$ cat src/rtl/hmsr_pkg.sv
package hmsr_pkg;

  localparam int TOK_ROWS  = 16;
  localparam int TOK_BYTES = 16;

  localparam logic [1:0] ROUTE_UNDECIDED = 2'd0;
  localparam logic [1:0] ROUTE_WEB       = 2'd1;
  localparam logic [1:0] ROUTE_TUNNEL    = 2'd2;

  // Method tokens, right-justified: the first character sits in the highest used byte.
  localparam logic [8*TOK_BYTES-1:0] TOK_TEXT [TOK_ROWS] = '{
    128'("GET "), 128'("POST "), 128'("PUT "), 128'("HEAD "), 128'("DELETE "),
    128'("OPTIONS "), 128'("PATCH "), 128'("TRACE "), 128'("CONNECT "), 128'("PRI "),
    128'h0, 128'h0, 128'h0, 128'h0, 128'h0, 128'h0
  };

  // A length of zero marks an unused row that never matches.
  localparam logic [4:0] TOK_LEN [TOK_ROWS] = '{
    5'd4, 5'd5, 5'd4, 5'd5, 5'd7, 5'd8, 5'd6, 5'd6, 5'd8, 5'd4,
    5'd0, 5'd0, 5'd0, 5'd0, 5'd0, 5'd0
  };

  typedef struct packed {
    logic full_hit;
    logic any_alive;
  } match_sts_t;

endpackage

$ cat src/rtl/hmsr_match.sv
module hmsr_match #(
  parameter int NUM_TOKENS    = 10,
  parameter int MAX_TOKEN_LEN = 8
) (
  input  logic [7:0]              data_byte,
  input  logic [7:0]              pos,
  input  logic [NUM_TOKENS-1:0]   mask_in,
  output logic [NUM_TOKENS-1:0]   mask_out,
  output hmsr_pkg::match_sts_t    sts
);
  import hmsr_pkg::*;

  logic [NUM_TOKENS-1:0] full_vec;

  always_comb begin
    logic [3:0] off;
    logic [7:0] chr;
    logic       in_range;
    mask_out = '0;
    full_vec = '0;
    for (int i = 0; i < NUM_TOKENS; i++) begin
      // pos is below the token length here whenever it matters, so it fits in four bits
      off      = 4'(TOK_LEN[i] - 5'd1 - {1'b0, pos[3:0]});
      chr      = TOK_TEXT[i][{off, 3'b000} +: 8];
      in_range = (pos < {3'b000, TOK_LEN[i]}) && (pos < 8'(MAX_TOKEN_LEN));
      if (mask_in[i] && in_range && (chr == data_byte)) begin
        mask_out[i] = 1'b1;
        full_vec[i] = (pos == ({3'b000, TOK_LEN[i]} - 8'd1));
      end
    end
  end

  assign sts.full_hit  = |full_vec;
  assign sts.any_alive = |mask_out;

endmodule

$ cat src/rtl/http_method_sniff_router.sv
// Channel   Direction  Handshake            Payload
// in_       input      in_valid / in_stall   data_byte, starts_connection, ends_chunk
// out_      output     out_valid / out_stall data_out, route, decided_now
// cfg_      input      cfg_wr_en             decide_threshold
//
// One beat per cycle unless out_stall holds; a beat passes the input and then the output register.
// The token compare and route decision run combinationally between the input register
// and the output register, together with the connection state update.
// rst_n (synchronous, active low) clears the connection state and sets the threshold to 16.
// out_stall holds the output register; the input register then fills and raises in_stall.
module http_method_sniff_router #(
  parameter int NUM_TOKENS    = 10,
  parameter int MAX_TOKEN_LEN = 8
) (
  input  logic       clk,
  input  logic       rst_n,
  input  logic       in_valid,
  output logic       in_stall,
  input  logic [7:0] in_data_byte,
  input  logic       in_starts_connection,
  input  logic       in_ends_chunk,
  output logic       out_valid,
  input  logic       out_stall,
  output logic [7:0] out_data_out,
  output logic [1:0] out_route,
  output logic       out_decided_now,
  input  logic       cfg_wr_en,
  input  logic [7:0] cfg_decide_threshold
);
  import hmsr_pkg::*;

  logic [7:0]            thresh_r;
  logic                  s1_valid_r;
  logic [7:0]            s1_byte_r;
  logic                  s1_start_r;
  logic                  s1_end_r;
  logic [NUM_TOKENS-1:0] mask_r, mask_nxt;
  logic                  full_r, full_nxt;
  logic [7:0]            cnt_r, cnt_nxt;
  logic [1:0]            route_r, route_nxt;
  logic                  dec_nxt;
  logic                  out_valid_r;
  logic [7:0]            out_data_r;
  logic [1:0]            out_route_r;
  logic                  out_dec_r;

  logic                  out_free;
  logic                  advance;
  logic                  in_take;
  logic [NUM_TOKENS-1:0] eff_mask;
  logic [NUM_TOKENS-1:0] match_mask;
  logic [7:0]            eff_cnt;
  match_sts_t            msts;

  assign out_free = !out_valid_r || !out_stall;
  assign advance  = s1_valid_r && out_free;
  assign in_stall = s1_valid_r && !out_free;
  assign in_take  = in_valid && !in_stall;

  // A connection-start beat sees cleared state.
  assign eff_mask = s1_start_r ? {NUM_TOKENS{1'b1}} : mask_r;
  assign eff_cnt  = s1_start_r ? 8'd0 : cnt_r;

  hmsr_match #(
    .NUM_TOKENS   (NUM_TOKENS),
    .MAX_TOKEN_LEN(MAX_TOKEN_LEN)
  ) u_match (
    .data_byte(s1_byte_r),
    .pos      (eff_cnt),
    .mask_in  (eff_mask),
    .mask_out (match_mask),
    .sts      (msts)
  );

  always_comb begin
    logic eff_full;
    logic [1:0] eff_route;
    eff_full  = s1_start_r ? 1'b0 : full_r;
    eff_route = s1_start_r ? ROUTE_UNDECIDED : route_r;
    mask_nxt  = eff_mask;
    full_nxt  = eff_full;
    cnt_nxt   = eff_cnt;
    route_nxt = eff_route;
    dec_nxt   = 1'b0;
    if (eff_route == ROUTE_UNDECIDED) begin
      mask_nxt = match_mask;
      full_nxt = eff_full | msts.full_hit;
      cnt_nxt  = (eff_cnt == 8'hFF) ? eff_cnt : eff_cnt + 8'd1;
      if (s1_end_r) begin
        if (full_nxt) begin
          route_nxt = ROUTE_WEB;
          dec_nxt   = 1'b1;
        end else if (!(msts.any_alive && (cnt_nxt < thresh_r))) begin
          route_nxt = ROUTE_TUNNEL;
          dec_nxt   = 1'b1;
        end
      end
    end
  end

  always_ff @(posedge clk) begin
    if (!rst_n) begin
      thresh_r    <= 8'd16;
      s1_valid_r  <= 1'b0;
      out_valid_r <= 1'b0;
      mask_r      <= {NUM_TOKENS{1'b1}};
      full_r      <= 1'b0;
      cnt_r       <= 8'd0;
      route_r     <= ROUTE_UNDECIDED;
    end else begin
      if (cfg_wr_en) begin
        thresh_r <= cfg_decide_threshold;
      end
      if (in_take) begin
        s1_valid_r <= 1'b1;
      end else if (advance) begin
        s1_valid_r <= 1'b0;
      end
      if (advance) begin
        out_valid_r <= 1'b1;
        mask_r      <= mask_nxt;
        full_r      <= full_nxt;
        cnt_r       <= cnt_nxt;
        route_r     <= route_nxt;
      end else if (!out_stall) begin
        out_valid_r <= 1'b0;
      end
    end
  end

  // Payload registers: load the input beat when taken, the result when advanced.
  always_ff @(posedge clk) begin
    if (in_take) begin
      s1_byte_r  <= in_data_byte;
      s1_start_r <= in_starts_connection;
      s1_end_r   <= in_ends_chunk;
    end
    if (advance) begin
      out_data_r  <= s1_byte_r;
      out_route_r <= route_nxt;
      out_dec_r   <= dec_nxt;
    end
  end

  assign out_valid       = out_valid_r;
  assign out_data_out    = out_data_r;
  assign out_route       = out_route_r;
  assign out_decided_now = out_dec_r;

endmodule
$ cat config.mk
export PLATFORM = sky130hd
export DESIGN_NAME = http_method_sniff_router
export DESIGN_NICKNAME = d
export VERILOG_FILES = /design/src/rtl/hmsr_pkg.sv /design/src/rtl/hmsr_match.sv /design/src/rtl/http_method_sniff_router.sv
export SDC_FILE = /design/constraint.sdc
export NUM_CORES = 1
export LEC_CHECK = 0
export BUFFER_PORTS_ARGS = -buffer_cell sky130_fd_sc_hd__buf_2
export CORE_MARGIN = 2
export CORE_UTILIZATION = 38
export CTS_BUF_LIST = sky130_fd_sc_hd__clkbuf_8 sky130_fd_sc_hd__clkbuf_16
export CTS_CLUSTER_DIAMETER = 60
export DETAILED_ROUTE_END_ITERATION = 10
export PLACE_DENSITY = 0.53
export SLEW_MARGIN = 15
export SYNTH_ARGS = -nofsm -noshare
export SYNTH_HDL_FRONTEND = slang
export SYNTH_HIERARCHICAL = 1
export SYNTH_SLANG_ARGS = --single-unit
export TNS_END_PERCENT = 10
$ cat constraint.sdc
create_clock -name clk -period 5.8 [get_ports clk]
set_clock_uncertainty 0.05 [all_clocks]
set_input_delay 0.58 -clock clk [delete_from_list [all_inputs] [get_ports clk]]
set_output_delay 0.58 -clock clk [all_outputs]
set_load 0.005 [all_outputs]
# After elaboration in Yosys (flattened, before gate mapping)
# Index checks and enable logic that the tools add are counted.
totals:
  regBits: 52
  word_cells: 129
  inputBits: 23
op_classes:
  mux: 38
  n_reduce_logical: 38
  n_shift: 10
  n_eq_ne: 17
  n_bitwise: 1
  add_sub_neg: 6
  order_cmp: 6
op_table:
  columns: ["op", "count"]
  rows:
  - ["$shiftx 128x8->8 const A", 10]
  - ["$eq 8x8->1", 10]
  - ["$eq 8x3->1 const B", 4]
  - ["$lt 8x3->1 const B", 4]
  - ["$logic_and 1x1->1", 28]
  - ["$mux 1", 28]
  - ["$mux 8", 3]
  - ["$mux 10", 2]
  - ["$reduce_or 10->1", 2]
  - ["$sub 3x4->4 const A", 4]
  - ["$mux 2", 5]
  - ["$add 8x1->8 const B", 1]
  - ["$eq 8x2->1 const B", 1]
  - ["$eq 8x8->1 const B", 1]
  - ["$lt 8x4->1 const B", 1]
  - ["$lt 8x8->1", 1]
  - ["$logic_not 1->1", 4]
  - ["$sub 2x4->4 const A", 1]
  - ["$logic_not 2->1", 1]
  - ["$ne 2x1->1 const B", 1]
  - ["$reduce_and 2->1", 1]
  - ["$reduce_bool 2->1", 1]
  - ["$logic_or 1x1->1", 1]
  - ["$or 1x1->1", 1]

# Depth between registers and ports, before layout
depth:
  depth_word: 12
  depth_mapped: 19
  mapped_depth_nobuf: 17

# Hierarchy
# The synthesis kept the hierarchy.
modules_own_cells:
  columns: ["module", "seq_area_each_um2", "area_per_inst_um2", "instances", "cells_each"]
  rows:
  - ["http_method_sniff_router", 1251.2, 2419.8, 1, 248]
  - ["hmsr_match", 0.0, 1800.5, 1, 265]

# Least setup slack after synthesis
# Ideal clock, no wire load.
synth_timing:
  path_type: "reg2reg"
  startpoint: "register s1_start_r"
  endpoint: "register out_dec_r (netlist: out_decided_now), data pin"
  stages_incl_launch_ff: 19
  synth_period_minus_slack_ns: 4.250
  path_slack_ns: 1.550
  n_path_buf: 3
  t_arrival_ns: 3.933
  cell_sequence: "edfxtp_1 clkbuf_1 nor2b_1 clkbuf_1 inv_1 ha_1 clkbuf_1 mux2i_1 mux2i_1 o21ai_0 a32oi_1 nor4_1 nor2_1 nand4b_1 nand2b_1 a21oi_1 o21ai_0 a21oi_1 a21oi_1"
synth_rtl:
  columns: ["item", "line_no", "rtl"]
  rows:
  - ["start: declaration", "http_method_sniff_router.sv:35", "logic s1_start_r;"]
  - ["start signal: assignment", "http_method_sniff_router.sv:135", "s1_start_r <= in_starts_connection;"]
  - ["end signal: assignment", "http_method_sniff_router.sv:141", "out_dec_r <= dec_nxt;"]
  - ["end: declaration", "http_method_sniff_router.sv:45", "logic out_dec_r;"]

==> impl_metrics.yaml <==
run_status:
  status: "complete, no violations"
yosys:
  synth_compound_gate_area_share_pct: 16.54
  syn_area_per_cell_um2: 8.227
  synth_top_area_share_pct: 14.94
  syn_area_um2: 4220
  yosysSeqAreaShare_pct: 29.65
  synth_edf_count: 21
  yosys.cell_count.top_type: "nand2_1"
  ys_warn_count: 6
  synth_fa_ha_area_share_pct: 8.005
  synthArstFlopShare_pct: 0
  synth-seq-cells: 52
  synth_top_area_cell: "edfxtp_1"
  ys_types: 70
  yosys.area_share.simple_pct: 30.63
  synthesis.instances: 513
  synth_top_family_by_area: "simple AND/OR/NAND/NOR gates"
  synth_common_cells: "nand2_1, o21ai_0, dfxtp_1"
  synth_xor_area_share_pct: 7.056
  synth_nets: 563
  postSynth.topFlopCell: "dfxtp_1"
  synthTopCellsByArea: "edfxtp_1, dfxtp_1, ha_1"
  synth_mux_area_share_pct: 2.639
worst_setup_path:
  critPathLaunch: "s1_start_r"
  crit_path_max_fanout: 15
  r2r_start: "s1_start_r"
  critPathLaunchType: "flip-flop"
  critPathKind: "flip-flop to flip-flop"
  cp_data_required_time_ps: 5820
  worstSetupEndpointType: "flip-flop"
  critPathArrivalTime_ps: 4740
min_path:
  worstHoldStart: "in_data_byte[7]"
  hold_class: "input pin to flip-flop"
place:
  placement.io_buffers: 35
  place.gp.congestion: 0.8802
  hpwl_um: 8184
route:
  first_pass_iters: 5
  vias_per_cell: 5.657
  dr_wl_met2_um: 5499
  drt-total-wl_um: 11410
  dr.max_layer_used: "met4"
  wl_per_cell_um: 17.09
  met1_length_um: 5401
  drc: 0
  drt_iter0_markers: 244
  vias: 3779
  route.met3.wl_um: 404
  drtAntennaViolNets: 0
die:
  die_area_um2: 11970
  std_cell_rows: 38
  initial_core_util_pct: 38.93
  core-area_um2: 10840
  chipHeight_um: 109.4
  io_pins: 36
  die_width_um: 109.4
pwr:
  ir_drop_mv: 0.1036
  p_total_mw: 0.8047
  power.density_nw_per_um2: 176.7
  power.leakage_nw: 1.831
cells_and_area:
  fill_cells: 1125
  num_antenna_cells: 0
  syn_to_final_growth_pct: 7.916
  nets: 577
  fin_util_pct: 42.01
  drive_above_1_share_pct: 13.07
grt:
  grt_pass1_vias: 3632
  antenna_found_initial: 0
  grt_usage_pct: 19.54
  grt.overflow.total: 0
  grt_max_degree: 35
  grt_pass1_wl_um: 18320
timing:
  layout_min_cycle_time_ps: 4722
  tightestPinTransition_ps: 960.9
  report.final.setup_viol: 0
  drv_slew: 0
  finalCritPeriodShare_pct: 81.41
  rsz0062_at_grt: "no"
  maxSlewHeadroom_pct: 34.28
  hold_viol: 0
  finalSetupTns_ps: 0
  timing.fmax_mhz: 211.8
run:
  maxCapViolCount: 0
clock_tree:
  clk_latency_ps: 310
  cts_resized: 0
  post-cts-setup-buffers: 0
  cts_sinks: 52
  hold_buffers: 0
  clock_path_buffers: 2
  cts_buffers: 5
  htree_levels: 2
  cts_root_buffer: "clkbuf_8"
  clk_pin_slew_ps: 110
  cts_tree: "done"
-- through the flow --
step / hold slack (ps) / cells / area, um2 / setup slack [ps]
after global routing: 360.9 / 668 / 4554 / 668.1
after detailed placement: 403.1 / 660 / 4459 / 1179
after CTS: 378.1 / 668 / 4554 / 1154
after floorplan: 374.4 / 513 / 4220 / 1550
after global placement: 397.9 / 660 / 4459 / 1240
final: 382.9 / 668 / 4554 / 1078
-- worst max-delay path: stages, from the launching register on --
cell and delay, ps:
edfxtp_1 630, nor2b_1 710, inv_1 350, ha_1 630, mux2_2 270, nor4bb_1 280, a31oi_1 80, a2bb2oi_1 200
o31ai_1 490, nand4b_1 190, nand2b_1 70, a21oi_1 100, o21ai_0 90, a21oi_1 240, a21oi_1 110
-- routing by layer --
metal  GRT usage [%]  up-vias
li1                -     1865
met1           25.96     1836
met2           33.99       70
met3           2.193        8
met4           4.430        0
met5               0        -
-- cell type report --
cell class,instances,area [um2],share of cell area [%]
clock buffers,5,68.82,1.511
multi-input cells,406,2738,60.11
inverters,22,82.58,1.813
well taps,140,175.2,3.846
repair buffers,40,212.7,4.670
flip-flops and latches,52,1251,27.47
clock inverters,3,26.28,0.5769
-- power by group --
part | internal (mW) | switching (mW)
logic | 0.0672 | 0.0838
clock network | 0.0882 | 0.137
registers | 0.401 | 0.0275
-- path summary, 6_finish.rpt --
path,endpoint,slack [ps],cells past startpoint
worst max register to register,out_decided_now,1080,14
worst min-delay path,s1_byte_r[7],380,1
worst max-delay path,out_decided_now,1080,14
worst min register to register,mask_r[8],420,2
-- cell usage in the layout (no fill, tap or decap), drive strengths merged, types with 9 or more instances in the layout --
cell,count
xnor2,24
or2,12
mux2i,10
nor3,15
nand2b,11
o21ai,36
ha,27
nand3,30
buf,40
inv,23
a31oi,11
nand4,9
edfxtp,21
nor2,26
nor2b,24
a21oi,10
and3,10
xor2,10
nand2,52
dfxtp,31
-- flip-flops by register name, summed over array words and instances (netlist names) --
register         flops
mask_r              10
cnt_r                8
out_data_out         8
s1_byte_r            8
thresh_r             8
out_route            2
route_r              2
full_r               1
out_decided_now      1
out_valid            1
s1_end_r             1
s1_start_r           1
s1_valid_r           1
-- logic make-up (layout without fill, tap and decap cells) --
| logic type | count (synthesis) | in the layout |
|---|---|---|
| AND/OR/NAND/NOR | 230 | 230 |
| AO/OA/AOI/OAI | 104 | 104 |
| buffers and inverters | 55 | 70 |
| flip-flops | 52 | 52 |
| XOR/XNOR | 34 | 34 |
| adder cells (fa/ha/maj) | 27 | 27 |
| multiplexers | 11 | 11 |
(Power assumes the default switching activity.)
